$ cat config.mk
export PLATFORM = sky130hd
export DESIGN_NAME = equal_width_histogram_cdf_top
export DESIGN_NICKNAME = d
export VERILOG_FILES = /design/src/rtl/core/ewhc_pkg.sv /design/src/rtl/core/equal_width_histogram_cdf_top.sv /design/src/rtl/core/ewhc_div.sv /design/src/rtl/core/ewhc_dp.sv /design/src/rtl/core/ewhc_ctrl.sv
export SDC_FILE = /design/constraint.sdc
export NUM_CORES = 2
export LEC_CHECK = 0
export BUFFER_PORTS_ARGS = -buffer_cell sky130_fd_sc_hd__buf_2
export CAP_MARGIN = 10
export CORE_ASPECT_RATIO = 1.5
export CORE_MARGIN = 5
export CORE_UTILIZATION = 30
export CTS_BUF_LIST = sky130_fd_sc_hd__clkbuf_4 sky130_fd_sc_hd__clkbuf_8
export DETAILED_ROUTE_END_ITERATION = 6
export HOLD_SLACK_MARGIN = 0.06
export PLACE_DENSITY = 0.4
export SKIP_CTS_REPAIR_TIMING = 1
export SLEW_MARGIN = 20
export SYNTH_ARGS = -nofsm -noshare
export SYNTH_HDL_FRONTEND = slang
export SYNTH_HIERARCHICAL = 1
export SYNTH_SLANG_ARGS = --single-unit
$ cat constraint.sdc
create_clock -name i_clk -period 14.3 [get_ports i_clk]
set_clock_uncertainty 0.1 [all_clocks]
set_input_delay 0 -clock i_clk [delete_from_list [all_inputs] [get_ports i_clk]]
set_output_delay 0 -clock i_clk [all_outputs]
set_load 0.05 [all_outputs]
$ cat src/rtl/core/ewhc_pkg.sv
`timescale 1ns / 1ps
// ----------------------------------------------------------------------------
// ewhc_pkg: shared types and constants of the equal-width histogram
// Opcodes, result status codes, register indexes, field widths and the
// command/status bundles between controller and datapath.
// ----------------------------------------------------------------------------
package ewhc_pkg;

    // Field widths
    localparam int VAL_W     = 32;
    localparam int BIN_W     = 6;
    localparam int BINS_W    = 7;
    localparam int FRAC_W    = 17;
    localparam int STAT_W    = 3;
    localparam int OP_W      = 2;
    localparam int CFG_AW    = 2;
    localparam int TDATA_W   = 184;
    localparam int DIV_W     = 32;
    localparam int STEP_W    = 6;

    // Opcodes
    localparam logic [OP_W-1:0] OP_SAMPLE  = 2'd0;
    localparam logic [OP_W-1:0] OP_READOUT = 2'd1;
    localparam logic [OP_W-1:0] OP_CLEAR   = 2'd2;

    // Result status codes
    localparam logic [STAT_W-1:0] STAT_COUNTED   = 3'd0;
    localparam logic [STAT_W-1:0] STAT_UNDERFLOW = 3'd1;
    localparam logic [STAT_W-1:0] STAT_OVERFLOW  = 3'd2;
    localparam logic [STAT_W-1:0] STAT_READOUT   = 3'd3;
    localparam logic [STAT_W-1:0] STAT_CLEARED   = 3'd4;

    // Register indexes
    localparam logic [CFG_AW-1:0] CFG_LOWER = 2'd0;
    localparam logic [CFG_AW-1:0] CFG_UPPER = 2'd1;
    localparam logic [CFG_AW-1:0] CFG_BINS  = 2'd2;

    // Register reset values
    localparam logic [VAL_W-1:0]  LOWER_RST = 32'd0;
    localparam logic [VAL_W-1:0]  UPPER_RST = 32'd1048576;
    localparam logic [BINS_W-1:0] BINS_RST  = 7'd16;

    // Fraction value of one in Q1.16
    localparam logic [FRAC_W-1:0] FRAC_ONE = 17'h10000;

    // Divider step counts for the three quotients
    localparam logic [STEP_W-1:0] BIN_STEPS  = 6'd6;
    localparam logic [STEP_W-1:0] FRAC_STEPS = 6'd16;
    localparam logic [STEP_W-1:0] EDGE_STEPS = 6'd32;

    // Controller to datapath commands
    typedef struct packed {
        logic                capture;
        logic                classify;
        logic                bdiv_go;
        logic                bin_take;
        logic                bin_upd;
        logic                rd_init;
        logic                rd_acc;
        logic                frac_go;
        logic                frac_take;
        logic                edge_mul;
        logic                ediv_go;
        logic                edge_take;
        logic                clear;
        logic                emit;
        logic                next_bin;
        logic [STAT_W-1:0]   status;
    } t_cmd;

    // Datapath to controller status
    typedef struct packed {
        logic under;
        logic over;
        logic frac_div;
        logic div_done;
        logic div_busy;
        logic out_free;
        logic last_bin;
    } t_stat;

endpackage

$ cat src/rtl/core/equal_width_histogram_cdf_top.sv
`timescale 1ns / 1ps
// ----------------------------------------------------------------------------
// equal_width_histogram_cdf_top: equal-width histogram with cumulative readout
//
//   channel   dir  handshake                     payload
//   s_axis    in   s_axis_tvalid/s_axis_tready   tdata sample, tuser opcode
//   m_axis    out  m_axis_tvalid/m_axis_tready   tdata bin fields, tuser
//                                                status, tlast last word
//   cfg       in   i_cfg_we                      i_cfg_addr, i_cfg_wdata
//
// One input word at a time. A sample in range uses the shared radix-2
// divider twice (6 steps for the bin, 32 for its lower edge); a sample out
// of range or a clear needs no divide. A readout divides for each bin's
// fraction, unless the bin needs no fraction divide, and for its lower edge.
// Reset is synchronous, active low, and empties all counters at once through
// per-bin valid bits. A word waits in the output register; m_axis_tready low stalls the next one.
// ----------------------------------------------------------------------------
module equal_width_histogram_cdf_top
    import ewhc_pkg::*;
#(
    parameter int MAX_BINS     = 64,
    parameter int COUNTER_BITS = 32
) (
    input  logic                 i_clk,
    input  logic                 i_rst_n,
    input  logic                 s_axis_tvalid,
    output logic                 s_axis_tready,
    input  logic [VAL_W-1:0]     s_axis_tdata,   // [31:0] sample_value
    input  logic [OP_W-1:0]      s_axis_tuser,   // [1:0] opcode
    output logic                 m_axis_tvalid,
    input  logic                 m_axis_tready,
    // [5:0] bin_index, [37:6] bin_count, [54:38] cumulative_fraction,
    // [86:55] bin_lower_edge, [118:87] entries_total,
    // [150:119] underflow_total, [182:151] overflow_total, [183] zero
    output logic [TDATA_W-1:0]   m_axis_tdata,
    output logic [STAT_W-1:0]    m_axis_tuser,   // [2:0] status
    output logic                 m_axis_tlast,
    input  logic                 i_cfg_we,
    input  logic [CFG_AW-1:0]    i_cfg_addr,
    input  logic [VAL_W-1:0]     i_cfg_wdata
);

    t_cmd  w_cmd;
    t_stat w_stat;

    ewhc_ctrl u_ctrl (
        .i_clk      (i_clk),
        .i_rst_n    (i_rst_n),
        .i_s_tvalid (s_axis_tvalid),
        .i_opcode   (s_axis_tuser),
        .o_s_tready (s_axis_tready),
        .i_stat     (w_stat),
        .o_cmd      (w_cmd)
    );

    ewhc_dp #(
        .MAX_BINS     (MAX_BINS),
        .COUNTER_BITS (COUNTER_BITS)
    ) u_dp (
        .i_clk       (i_clk),
        .i_rst_n     (i_rst_n),
        .i_cmd       (w_cmd),
        .o_stat      (w_stat),
        .i_sample    (s_axis_tdata),
        .i_cfg_we    (i_cfg_we),
        .i_cfg_addr  (i_cfg_addr),
        .i_cfg_wdata (i_cfg_wdata),
        .o_tvalid    (m_axis_tvalid),
        .i_tready    (m_axis_tready),
        .o_tdata     (m_axis_tdata),
        .o_tuser     (m_axis_tuser),
        .o_tlast     (m_axis_tlast)
    );

`ifndef ASSERT_OFF
    // A word is loaded only into a free output register
    a_emit_free: assert property (@(posedge i_clk) disable iff (!i_rst_n)
        w_cmd.emit |-> w_stat.out_free)
        else $error("word loaded over an undelivered word");

    // No input word is taken while a divide is running
    a_idle_div: assert property (@(posedge i_clk) disable iff (!i_rst_n)
        s_axis_tready |-> !w_stat.div_busy)
        else $error("input ready while divider busy");

    // Only readout words can be non-final
    a_last_kind: assert property (@(posedge i_clk) disable iff (!i_rst_n)
        (m_axis_tvalid && (m_axis_tuser != STAT_READOUT)) |-> m_axis_tlast)
        else $error("single-word result without last");

    // Cumulative fraction never exceeds one
    a_frac_max: assert property (@(posedge i_clk) disable iff (!i_rst_n)
        m_axis_tvalid |-> (m_axis_tdata[54:38] <= FRAC_ONE))
        else $error("cumulative fraction above one");
`endif

endmodule

$ cat src/rtl/core/ewhc_div.sv
`timescale 1ns / 1ps
// ----------------------------------------------------------------------------
// ewhc_div: radix-2 restoring divider
// Produces one quotient bit per cycle. The caller splits the dividend into
// a starting remainder (below the divisor) and the low bits still to shift
// in, left aligned, and gives the number of steps.
// ----------------------------------------------------------------------------
module ewhc_div
    import ewhc_pkg::*;
(
    input  logic              i_clk,
    input  logic              i_rst_n,
    input  logic              i_start,
    input  logic [DIV_W-1:0]  i_rem,
    input  logic [DIV_W-1:0]  i_low,
    input  logic [DIV_W-1:0]  i_divisor,
    input  logic [STEP_W-1:0] i_steps,
    output logic [DIV_W-1:0]  o_quot,
    output logic              o_busy,
    output logic              o_done
);

    logic              r_busy;
    logic              r_done;
    logic [STEP_W-1:0] r_cnt;
    logic [DIV_W-1:0]  r_rem;
    logic [DIV_W-1:0]  r_low;
    logic [DIV_W-1:0]  r_div;
    logic [DIV_W-1:0]  r_quot;

    logic [DIV_W:0]    w_trial;
    logic [DIV_W:0]    w_diff;
    logic              w_ge;
    logic [DIV_W-1:0]  n_rem;

    // Trial subtract of the divisor from the shifted remainder
    always_comb begin
        w_trial = {r_rem, r_low[DIV_W-1]};
        w_diff  = w_trial - {1'b0, r_div};
        w_ge    = (w_trial >= {1'b0, r_div});
        n_rem   = w_ge ? w_diff[DIV_W-1:0] : w_trial[DIV_W-1:0];
    end

    // Step count and handshake
    always_ff @(posedge i_clk) begin
        if (!i_rst_n) begin
            r_busy <= 1'b0;
            r_done <= 1'b0;
            r_cnt  <= '0;
        end else begin
            r_done <= 1'b0;
            if (i_start) begin
                r_busy <= 1'b1;
                r_cnt  <= i_steps;
            end else if (r_busy) begin
                r_cnt <= r_cnt - STEP_W'(1);
                if (r_cnt == STEP_W'(1)) begin
                    r_busy <= 1'b0;
                    r_done <= 1'b1;
                end
            end
        end
    end

    // Remainder, dividend bits and quotient
    always_ff @(posedge i_clk) begin
        if (i_start) begin
            r_rem  <= i_rem;
            r_low  <= i_low;
            r_div  <= i_divisor;
            r_quot <= '0;
        end else if (r_busy) begin
            r_rem  <= n_rem;
            r_low  <= {r_low[DIV_W-2:0], 1'b0};
            r_quot <= {r_quot[DIV_W-2:0], w_ge};
        end
    end

    assign o_quot = r_quot;
    assign o_busy = r_busy;
    assign o_done = r_done;

endmodule

$ cat src/rtl/core/ewhc_dp.sv
`timescale 1ns / 1ps
// ----------------------------------------------------------------------------
// ewhc_dp: histogram datapath
// Range registers, bin counter memory, totals, the product register, the
// shared divider and the output word register.
// ----------------------------------------------------------------------------
module ewhc_dp
    import ewhc_pkg::*;
#(
    parameter int MAX_BINS     = 64,
    parameter int COUNTER_BITS = 32
) (
    input  logic                  i_clk,
    input  logic                  i_rst_n,
    input  t_cmd                  i_cmd,
    output t_stat                 o_stat,
    input  logic [VAL_W-1:0]      i_sample,
    input  logic                  i_cfg_we,
    input  logic [CFG_AW-1:0]     i_cfg_addr,
    input  logic [VAL_W-1:0]      i_cfg_wdata,
    output logic                  o_tvalid,
    input  logic                  i_tready,
    output logic [TDATA_W-1:0]    o_tdata,
    output logic [STAT_W-1:0]     o_tuser,
    output logic                  o_tlast
);

    localparam int IDX_W = (MAX_BINS > 1) ? $clog2(MAX_BINS) : 1;
    localparam int CUM_W = COUNTER_BITS + BIN_W;
    localparam int PROD_W = VAL_W + BIN_W;
    localparam logic [COUNTER_BITS-1:0] CNT_MAX = {COUNTER_BITS{1'b1}};

    // Range registers
    logic signed [VAL_W-1:0] r_lower;
    logic signed [VAL_W-1:0] r_upper;
    logic [BINS_W-1:0]       r_bins;

    // Item and working registers
    logic signed [VAL_W-1:0] r_sample;
    logic [BIN_W-1:0]        r_k;
    logic [PROD_W-1:0]       r_prod;
    logic [CUM_W-1:0]        r_cum;
    logic [COUNTER_BITS-1:0] r_cnt;
    logic [FRAC_W-1:0]       r_frac;
    logic [VAL_W-1:0]        r_edge;

    // Totals
    logic [COUNTER_BITS-1:0] r_entries;
    logic [COUNTER_BITS-1:0] r_under;
    logic [COUNTER_BITS-1:0] r_over;

    // Bin counter memory
    logic [COUNTER_BITS-1:0] r_mem [MAX_BINS];
    logic [MAX_BINS-1:0]     r_valid;
    logic [COUNTER_BITS-1:0] r_rdata;
    logic                    r_rvalid;

    // Output word
    logic                    r_out_valid;
    logic [BIN_W-1:0]        r_o_idx;
    logic [STAT_W-1:0]       r_o_stat;
    logic [VAL_W-1:0]        r_o_cnt;
    logic [FRAC_W-1:0]       r_o_frac;
    logic [VAL_W-1:0]        r_o_edge;
    logic [VAL_W-1:0]        r_o_entries;
    logic [VAL_W-1:0]        r_o_under;
    logic [VAL_W-1:0]        r_o_over;
    logic                    r_o_last;

    logic [BINS_W-1:0]       w_n;
    logic [BINS_W-1:0]       w_nm1;
    logic [VAL_W:0]          w_diff;
    logic [VAL_W-1:0]        w_span;
    logic [VAL_W:0]          w_off;
    logic                    w_under;
    logic                    w_over;
    logic [PROD_W-1:0]       w_bprod;
    logic [PROD_W-1:0]       w_eprod;
    logic [IDX_W-1:0]        w_addr;
    logic [COUNTER_BITS-1:0] w_rd_cnt;
    logic [COUNTER_BITS-1:0] w_binc;
    logic                    w_frac_div;
    logic                    w_last_bin;
    logic                    w_out_free;
    logic                    w_keep;
    logic [BIN_W-1:0]        w_take;

    logic                    w_div_start;
    logic [DIV_W-1:0]        w_div_rem;
    logic [DIV_W-1:0]        w_div_low;
    logic [DIV_W-1:0]        w_div_den;
    logic [STEP_W-1:0]       w_div_steps;
    logic [DIV_W-1:0]        w_quot;
    logic                    w_div_busy;
    logic                    w_div_done;

    // Bin count in use, range span and sample offset
    always_comb begin
        if (r_bins == '0) begin
            w_n = BINS_W'(1);
        end else if (r_bins > BINS_W'(MAX_BINS)) begin
            w_n = BINS_W'(MAX_BINS);
        end else begin
            w_n = r_bins;
        end
        w_nm1  = w_n - BINS_W'(1);
        w_diff = {r_upper[VAL_W-1], r_upper} - {r_lower[VAL_W-1], r_lower};
        w_span = w_diff[VAL_W] ? (~w_diff[VAL_W-1:0] + VAL_W'(1)) : w_diff[VAL_W-1:0];
        w_off  = {r_sample[VAL_W-1], r_sample} - {r_lower[VAL_W-1], r_lower};
        w_under = (r_sample < r_lower);
        w_over  = (r_sample >= r_upper);
    end

    // Products: offset times bins, and bin times span plus rounding term
    assign w_bprod = w_off[VAL_W-1:0] * w_n;
    assign w_eprod = r_k * w_span + PROD_W'(w_nm1);

    // Counter read, increment with saturation
    assign w_addr   = r_k[IDX_W-1:0];
    assign w_rd_cnt = r_rvalid ? r_rdata : '0;
    assign w_binc   = (w_rd_cnt == CNT_MAX) ? CNT_MAX : w_rd_cnt + COUNTER_BITS'(1);

    assign w_frac_div = (r_entries != '0) && (r_cum < CUM_W'(r_entries));
    assign w_last_bin = ({1'b0, r_k} == w_nm1);
    assign w_out_free = !r_out_valid || i_tready;
    assign w_take     = ({1'b0, w_quot[BIN_W-1:0]} > w_nm1) ? w_nm1[BIN_W-1:0]
                                                           : w_quot[BIN_W-1:0];

    // Divider operand selection
    always_comb begin
        w_div_start = i_cmd.bdiv_go || i_cmd.ediv_go || (i_cmd.frac_go && w_frac_div);
        if (i_cmd.bdiv_go) begin
            w_div_rem   = r_prod[PROD_W-1:BIN_W];
            w_div_low   = {r_prod[BIN_W-1:0], {(DIV_W-BIN_W){1'b0}}};
            w_div_den   = w_span;
            w_div_steps = BIN_STEPS;
        end else if (i_cmd.ediv_go) begin
            w_div_rem   = DIV_W'(r_prod[PROD_W-1:VAL_W]);
            w_div_low   = r_prod[VAL_W-1:0];
            w_div_den   = DIV_W'(w_n);
            w_div_steps = EDGE_STEPS;
        end else begin
            w_div_rem   = DIV_W'(r_cum);
            w_div_low   = '0;
            w_div_den   = DIV_W'(r_entries);
            w_div_steps = FRAC_STEPS;
        end
    end

    ewhc_div u_div (
        .i_clk     (i_clk),
        .i_rst_n   (i_rst_n),
        .i_start   (w_div_start),
        .i_rem     (w_div_rem),
        .i_low     (w_div_low),
        .i_divisor (w_div_den),
        .i_steps   (w_div_steps),
        .o_quot    (w_quot),
        .o_busy    (w_div_busy),
        .o_done    (w_div_done)
    );

    // Range registers
    always_ff @(posedge i_clk) begin
        if (!i_rst_n) begin
            r_lower <= LOWER_RST;
            r_upper <= UPPER_RST;
            r_bins  <= BINS_RST;
        end else if (i_cfg_we) begin
            unique case (i_cfg_addr)
                CFG_LOWER: r_lower <= i_cfg_wdata;
                CFG_UPPER: r_upper <= i_cfg_wdata;
                CFG_BINS:  r_bins  <= i_cfg_wdata[BINS_W-1:0];
                default: ;
            endcase
        end
    end

    // Totals and valid bits of the counter memory
    always_ff @(posedge i_clk) begin
        if (!i_rst_n) begin
            r_entries <= '0;
            r_under   <= '0;
            r_over    <= '0;
            r_valid   <= '0;
        end else if (i_cmd.clear) begin
            r_entries <= '0;
            r_under   <= '0;
            r_over    <= '0;
            r_valid   <= '0;
        end else begin
            if (i_cmd.classify) begin
                if (w_under) begin
                    r_under <= (r_under == CNT_MAX) ? CNT_MAX : r_under + COUNTER_BITS'(1);
                end else if (w_over) begin
                    r_over <= (r_over == CNT_MAX) ? CNT_MAX : r_over + COUNTER_BITS'(1);
                end
            end
            if (i_cmd.bin_upd) begin
                r_entries <= (r_entries == CNT_MAX) ? CNT_MAX
                                                    : r_entries + COUNTER_BITS'(1);
                r_valid[w_addr] <= 1'b1;
            end
        end
    end

    // Counter memory: one write port, registered read at the current bin
    always_ff @(posedge i_clk) begin
        if (i_cmd.bin_upd) begin
            r_mem[w_addr] <= w_binc;
        end
        r_rdata  <= r_mem[w_addr];
        r_rvalid <= r_valid[w_addr];
    end

    // Working registers
    always_ff @(posedge i_clk) begin
        if (i_cmd.capture) begin
            r_sample <= i_sample;
        end
        if (i_cmd.classify) begin
            r_prod <= w_bprod;
        end else if (i_cmd.edge_mul) begin
            r_prod <= w_eprod;
        end
        if (i_cmd.rd_init) begin
            r_k <= '0;
        end else if (i_cmd.bin_take) begin
            r_k <= w_take;
        end else if (i_cmd.next_bin) begin
            r_k <= r_k + BIN_W'(1);
        end
        if (i_cmd.rd_init) begin
            r_cum <= '0;
        end else if (i_cmd.rd_acc) begin
            r_cum <= r_cum + CUM_W'(w_rd_cnt);
        end
        if (i_cmd.bin_upd) begin
            r_cnt <= w_binc;
        end else if (i_cmd.rd_acc) begin
            r_cnt <= w_rd_cnt;
        end
        if (i_cmd.frac_go && !w_frac_div) begin
            r_frac <= (r_entries == '0) ? '0 : FRAC_ONE;
        end else if (i_cmd.frac_take) begin
            r_frac <= {1'b0, w_quot[FRAC_W-2:0]};
        end
        if (i_cmd.edge_take) begin
            r_edge <= r_lower + w_quot;
        end
    end

    // Output word valid
    always_ff @(posedge i_clk) begin
        if (!i_rst_n) begin
            r_out_valid <= 1'b0;
        end else if (i_cmd.emit) begin
            r_out_valid <= 1'b1;
        end else if (i_tready) begin
            r_out_valid <= 1'b0;
        end
    end

    // Output word payload; only counted and readout words carry bin fields
    assign w_keep = (i_cmd.status == STAT_COUNTED) || (i_cmd.status == STAT_READOUT);

    always_ff @(posedge i_clk) begin
        if (i_cmd.emit) begin
            r_o_idx     <= w_keep ? r_k : '0;
            r_o_stat    <= i_cmd.status;
            r_o_cnt     <= w_keep ? VAL_W'(r_cnt) : '0;
            r_o_frac    <= (i_cmd.status == STAT_READOUT) ? r_frac : '0;
            r_o_edge    <= w_keep ? r_edge : '0;
            r_o_entries <= VAL_W'(r_entries);
            r_o_under   <= VAL_W'(r_under);
            r_o_over    <= VAL_W'(r_over);
            r_o_last    <= (i_cmd.status != STAT_READOUT) || w_last_bin;
        end
    end

    assign o_tvalid = r_out_valid;
    assign o_tdata  = {1'b0, r_o_over, r_o_under, r_o_entries, r_o_edge,
                       r_o_frac, r_o_cnt, r_o_idx};
    assign o_tuser  = r_o_stat;
    assign o_tlast  = r_o_last;

    // Status to the controller
    always_comb begin
        o_stat.under    = w_under;
        o_stat.over     = w_over;
        o_stat.frac_div = w_frac_div;
        o_stat.div_done = w_div_done;
        o_stat.div_busy = w_div_busy;
        o_stat.out_free = w_out_free;
        o_stat.last_bin = w_last_bin;
    end

endmodule

$ cat src/rtl/core/ewhc_ctrl.sv
`timescale 1ns / 1ps
// ----------------------------------------------------------------------------
// ewhc_ctrl: histogram sequencer
// Takes one input word at a time and steps the datapath through classify,
// bin divide, counter update, fraction and edge divides and word output.
// ----------------------------------------------------------------------------
module ewhc_ctrl
    import ewhc_pkg::*;
(
    input  logic            i_clk,
    input  logic            i_rst_n,
    input  logic            i_s_tvalid,
    input  logic [OP_W-1:0] i_opcode,
    output logic            o_s_tready,
    input  t_stat           i_stat,
    output t_cmd            o_cmd
);

    localparam logic [3:0] ST_IDLE      = 4'd0;
    localparam logic [3:0] ST_CLASS     = 4'd1;
    localparam logic [3:0] ST_BDIV_GO   = 4'd2;
    localparam logic [3:0] ST_BDIV_WAIT = 4'd3;
    localparam logic [3:0] ST_BIN_RD    = 4'd4;
    localparam logic [3:0] ST_BIN_UPD   = 4'd5;
    localparam logic [3:0] ST_RD_RD     = 4'd6;
    localparam logic [3:0] ST_RD_ACC    = 4'd7;
    localparam logic [3:0] ST_FRAC      = 4'd8;
    localparam logic [3:0] ST_FRAC_WAIT = 4'd9;
    localparam logic [3:0] ST_EDGE_MUL  = 4'd10;
    localparam logic [3:0] ST_EDGE_GO   = 4'd11;
    localparam logic [3:0] ST_EDGE_WAIT = 4'd12;
    localparam logic [3:0] ST_EMIT      = 4'd13;

    logic [3:0]        r_state;
    logic [3:0]        n_state;
    logic [STAT_W-1:0] r_status;
    logic [STAT_W-1:0] n_status;

    always_ff @(posedge i_clk) begin
        if (!i_rst_n) begin
            r_state  <= ST_IDLE;
            r_status <= STAT_COUNTED;
        end else begin
            r_state  <= n_state;
            r_status <= n_status;
        end
    end

    // Next state and commands
    always_comb begin
        n_state      = r_state;
        n_status     = r_status;
        o_cmd        = '0;
        o_cmd.status = r_status;
        o_s_tready   = 1'b0;
        unique case (r_state)
            ST_IDLE: begin
                o_s_tready = 1'b1;
                if (i_s_tvalid) begin
                    o_cmd.capture = 1'b1;
                    unique case (i_opcode)
                        OP_SAMPLE: begin
                            n_state = ST_CLASS;
                        end
                        OP_READOUT: begin
                            o_cmd.rd_init = 1'b1;
                            n_status      = STAT_READOUT;
                            n_state       = ST_RD_RD;
                        end
                        OP_CLEAR: begin
                            o_cmd.clear = 1'b1;
                            n_status    = STAT_CLEARED;
                            n_state     = ST_EMIT;
                        end
                        default: ;
                    endcase
                end
            end
            // Sort the sample against the range
            ST_CLASS: begin
                o_cmd.classify = 1'b1;
                if (i_stat.under) begin
                    n_status = STAT_UNDERFLOW;
                    n_state  = ST_EMIT;
                end else if (i_stat.over) begin
                    n_status = STAT_OVERFLOW;
                    n_state  = ST_EMIT;
                end else begin
                    n_status = STAT_COUNTED;
                    n_state  = ST_BDIV_GO;
                end
            end
            ST_BDIV_GO: begin
                o_cmd.bdiv_go = 1'b1;
                n_state       = ST_BDIV_WAIT;
            end
            ST_BDIV_WAIT: begin
                if (i_stat.div_done) begin
                    o_cmd.bin_take = 1'b1;
                    n_state        = ST_BIN_RD;
                end
            end
            ST_BIN_RD: begin
                n_state = ST_BIN_UPD;
            end
            ST_BIN_UPD: begin
                o_cmd.bin_upd = 1'b1;
                n_state       = ST_EDGE_MUL;
            end
            // Readout: fetch a bin and accumulate
            ST_RD_RD: begin
                n_state = ST_RD_ACC;
            end
            ST_RD_ACC: begin
                o_cmd.rd_acc = 1'b1;
                n_state      = ST_FRAC;
            end
            ST_FRAC: begin
                o_cmd.frac_go = 1'b1;
                n_state       = i_stat.frac_div ? ST_FRAC_WAIT : ST_EDGE_MUL;
            end
            ST_FRAC_WAIT: begin
                if (i_stat.div_done) begin
                    o_cmd.frac_take = 1'b1;
                    n_state         = ST_EDGE_MUL;
                end
            end
            // Lower edge of the current bin
            ST_EDGE_MUL: begin
                o_cmd.edge_mul = 1'b1;
                n_state        = ST_EDGE_GO;
            end
            ST_EDGE_GO: begin
                o_cmd.ediv_go = 1'b1;
                n_state       = ST_EDGE_WAIT;
            end
            ST_EDGE_WAIT: begin
                if (i_stat.div_done) begin
                    o_cmd.edge_take = 1'b1;
                    n_state         = ST_EMIT;
                end
            end
            // Hand the word to the output register, advance on readout
            ST_EMIT: begin
                if (i_stat.out_free) begin
                    o_cmd.emit = 1'b1;
                    if ((r_status == STAT_READOUT) && !i_stat.last_bin) begin
                        o_cmd.next_bin = 1'b1;
                        n_state        = ST_RD_RD;
                    end else begin
                        n_state = ST_IDLE;
                    end
                end
            end
            default: begin
                n_state = ST_IDLE;
            end
        endcase
    end

endmodule
# After elaboration in Yosys (flattened, before gate mapping)
# Memory sizes are Yosys's and may differ from the RTL's. A register that Yosys moved wholly into a read port is not among the register bits.
# Cells that the tools add are included.
# totals
mem_count,1
ff_bits,758
ramBits,2048
in_bits,73
# mem_list
name,depth,width,read_ports,rd_clocked_by_memory_dff,wr,line,source
u_dp.r_mem,64,32,1,1,1,ewhc_dp.sv:53,logic [COUNTER_BITS-1:0] r_mem [MAX_BINS];
# classes
order_cmp,8
reduce_logical,36
mul,2
mux,84
n_eq_ne,32
n_bitwise,5
add_sub_neg,14
# ops
op,n
$mux 32,19
$add 32x1->32 const B,5
$eq 32x32->1 const B,4
$mux 38,2
$or 64x64->64,1
$sub 32x32->32,2
$pmux 4 s14,1
$mux 17,3
$mux 6,7
$add 38x32->38,1
$add 38x7->38,1
$lt 38x32->1,1
$mul 32x7->38,1
$mul 6x32->38,1
$ge 33x32->1,1
$sub 32x32->33,1
$add 32x32->32,1
$ge 32x32->1,1
$logic_not 32->1,1
$lt 32x32->1,1
$not 32->32,1
$reduce_bool 32->1,1
$mux 1,31
$mux 4,7
other kinds (42),86

# Logic depth before layout (Yosys ltp)
# logic_depth
ltp_word,12
depth_mapped,38

# By module
# The synthesis kept the hierarchy.
# modules_own_cells
mod,seq_area_each_um2,cells_each,instances,area_per_inst_um2
ewhc_dp,77834.6,8944,1,120849.7
ewhc_div,3683.5,683,1,7392.1
ewhc_ctrl,140.1,103,1,783.3

# Worst setup path before layout
# OpenSTA, ideal clock, no wires.
# synth_path
path_kind,register to register
from,register u_dp.r_lower[0]
to,register u_dp.r_prod[36] (data pin)
t_required_ps,13946
arrival_ps,7820
path_slack_ps,6126
stages_incl_launch_ff,35
path_buffers,2
period_less_slack_ps,8174
cell_sequence,dfxtp_1 ha_1 inv_1 fa_1 a211o_1 a2111o_1 a211oi_2 a211oi_1 o21ai_0 a211o_1 o21ai_1 o22a_1 buf_2 buf_2 nor2_1 xor2_1 nand2_1 fa_1 inv_1 fa_1 fa_1 inv_1 fa_1 inv_1 ha_1 o21a_1 a2111oi_0 nor2_1 a31oi_1 o21ai_0 a2111oi_0 nor2_1 nand3_1 o211ai_1 a21o_1
# synth_via
elab_chain_cells,8
# synth_lines
element,line,source
"start, declared",ewhc_dp.sv:34,logic signed [VAL_W-1:0] r_lower;
"start signal, assigned",ewhc_dp.sv:171,CFG_LOWER: r_lower <= i_cfg_wdata;
$sub 32x32->33,ewhc_dp.sv:107,"w_diff = {r_upper[VAL_W-1], r_upper} - {r_lower[VAL_W-1], r_lower};"
$not 32->32,ewhc_dp.sv:108,w_span = w_diff[VAL_W] ? (~w_diff[VAL_W-1:0] + VAL_W'(1)) : w_diff[VAL_W-1:0];
$add 32x1->32,ewhc_dp.sv:108,
$mux 32,ewhc_dp.sv:108,
$mul 6x32->38,ewhc_dp.sv:116,assign w_eprod = r_k * w_span + PROD_W'(w_nm1);
$add 38x7->38,ewhc_dp.sv:116,
$mux 38,ewhc_dp.sv:223,end else if (i_cmd.edge_mul) begin
$mux 38 *,ewhc_dp.sv:221,if (i_cmd.classify) begin
"end signal, assigned",ewhc_dp.sv:222,r_prod <= w_bprod;
"end signal, assigned",ewhc_dp.sv:224,r_prod <= w_eprod;
"end, declared",ewhc_dp.sv:41,logic [PROD_W-1:0] r_prod;
# Every way passes the cells marked *; elsewhere a longest branch is shown, timed or not. The select of a mux whose other input is x is not followed.
# A chain may end at the register's enable or synchronous reset.

# Final worst setup path
# Same ends and word-level chain as after synthesis.

==> impl_results.md <==
- Status: finished, final reports clean
- CTS max path bufs: 4
- Drt total wl: 501000 µm
- Total track usage: 21.8%
- Crit-path max FO: 7
- I/O Buffers: 261
- Max Clk Rate: 101 MHz
- Vias in the first global route: 88700
- Clk Latency, worst-skew pair: 1.20 ns
- # rows: 295
- DRT iter0 DRCs: 6977
- Fill count: 42000
- CP Buf/Inv Count: 1
- Synth warn: 6
- Largest net degree at the start of global routing: 102
- CP endpoint kind: flip-flop
- Layout cell share with drive strength beyond 1: 14.1%
- Commonest non-fill, non-tap cell in the layout: edfxtp_1
- Total area of multi-input combinational cells: 44700 µm²
- Length of the first detailed-routing pass in iterations: 7
- GPL Wtd Cong: 0.904
- Hold endpoint: u_dp/o_tvalid
- Mapped Area: 129000 µm²
- Residual DRC: 0
- Worst ir drop on vdd: 0.0808 mV
- WL per Instance: 30.5 µm
- Period minus WS final: 9.90 ns
- Net Switching: 7360 µW
- I/O Pins: 263
- R2R depth: 29
- CTS Sinks: 2838
- Detail Route Antenna Nets: 0
- Placed cell area: 138000 µm²
- Reg clk slew, reported paths: 0.09 ns
- Final count of hold timing violations: 0
- Slowest CP cell: xnor2_1
- CTS root buffer: clkbuf_8
- Cell repeated most along the worst path: fa_1
- Initial Util: 30.1%
- Sw Ratio: 32.8%
- Worst min path class: in2reg
- Final design utilization: 34.9%
- R2R Setup Slk: 4.40 ns
- Top delay family on crit path: compound AO/OA/AOI/OAI gates
- Final setup fails: 0
- Worst EP arrival: 10.73 ns
- Finished Cell Area: 150000 µm²
- Post-route setup TNS: 0 ns
- Nets: 11100
- Initial antenna violation count: 32
- Syn Area/Cell: 13.3 µm²
- H-Tree Depth: 5
- CP required: 15.13 ns
- Cell-internal power: 15100 µW
- Reg2reg end: u_dp/r_prod[36]
- Vias/cell: 5.30
- First-pass GRT wire length: 695000 µm
- Post-DP HPWL: 328000 µm
- Most frequent cells in the layout: edfxtp_1, a22oi_1, nand2_1
- Via count: 87200
- CP max stage delay: 0.75 ns
- Setup CP Type: reg2reg
- RSZ-0062 raised after global routing: false
- Comb power frac: 23.1%
- Routed length on met3: 21400 µm
- Die ar.: 444000 µm²
- Uppermost layer routed: met4
- Number of cells on the worst hold path: 4
- Max cap viols: 0
- Height of the die: 813 µm
- Gr ovfl total: 0
- Worst hold slack: 0.0265 ns
- Leakage: 0.0517 µW
- Rel. slew slack: 14.8%
- Die Wd: 545 µm
- Least-Margin Pin Slew: 1.26 ns
- CORE AREA: 429000 µm²
- DR WL met2: 262000 µm
- Slew Limit Fails: 0
- CTS Buf Count: 450
- Worst r2r src: u_dp/r_lower[0]
- P per Cell Area: 150 nW/µm²
- Clock Power Share: 32.8%
- Post-synthesis instance total: 9729
- Area growth, synth to finish: 16.2%
- CTS tree: built
- Metal-1 WL: 192000 µm
- Register Area: 81700 µm²
- Setup crit start kind: flip-flop
- Part of the cycle the worst path needs: 69.2%
- Hold_sp: i_rst_n
- Reg power frac: 44.0%
power by group through the flow:
stage / Sequential (µW) / Combinational, µW / Clock [µW]
final: 9900 / 5200 / 7380
after global routing: 9930 / 5610 / 7970
after floorplan: 9930 / 3110 / 0
after detailed placement: 10100 / 5180 / 0
after global placement: 10100 / 5130 / 0
after CTS: 9910 / 5210 / 7630
stage by stage:
step           setup WS (ns)  total power, µW  instances
2_1_floorplan           6.13            13000       9731
3_5_place_dp            4.56            15300      15400
3_3_place_gp            4.23            15200      15400
6_report                4.40            22500      16400
5_1_grt                 3.69            23500      16400
4_1_cts                 4.46            22800      16200
metal layers:
| metal | GRT usage (%) | vias to the layer above |
|---|---|---|
| met4 | 9.74 | 0 |
| met5 | 0 | - |
| li1 | - | 38500 |
| met2 | 40.4 | 2638 |
| met3 | 2.48 | 735 |
| met1 | 25.1 | 45400 |
worst min-delay path: cells and delay by family:
| kind | cells | cell delay [ns] |
|---|---|---|
| AOI/OAI and AO/OA | 1 | 0.23 |
| buffers and inverters | 3 | 0.99 |
sequential cells by signal (all words and copies together), names as in the netlist, 38 cells and up:
signal,count
u_dp/r_mem,2048
u_dp/r_prod,38
u_dp/r_cum,38
u_dp/r_valid,64
worst max-delay path by stage:
stage                startpoint              end  slack, ns  cells after the start
2_1_floorplan   u_dp/r_lower[0]  u_dp/r_prod[36]       6.13                     34
3_3_place_gp    u_dp/r_lower[0]  u_dp/r_prod[36]       4.23                     33
3_5_place_dp    u_dp/r_lower[0]  u_dp/r_prod[36]       4.56                     29
4_1_cts         u_dp/r_lower[0]  u_dp/r_prod[36]       4.46                     31
5_1_grt        u_dp/r_lower[12]  u_dp/r_prod[36]       3.69                     31
6_report        u_dp/r_lower[0]  u_dp/r_prod[36]       4.40                     29
final cells by class:
class                   count  share of cell area, %
flip-flops and latches   2838                   54.5
multi-input cells        5964                   29.8
clock buffers             608                   5.07
well taps                5643                   4.71
repair buffers            726                   3.63
clock inverters           227                   1.24
inverters                 412                   1.03
diodes                     26                 0.0434
No activity file was read; power rests on OpenSTA's default activity.
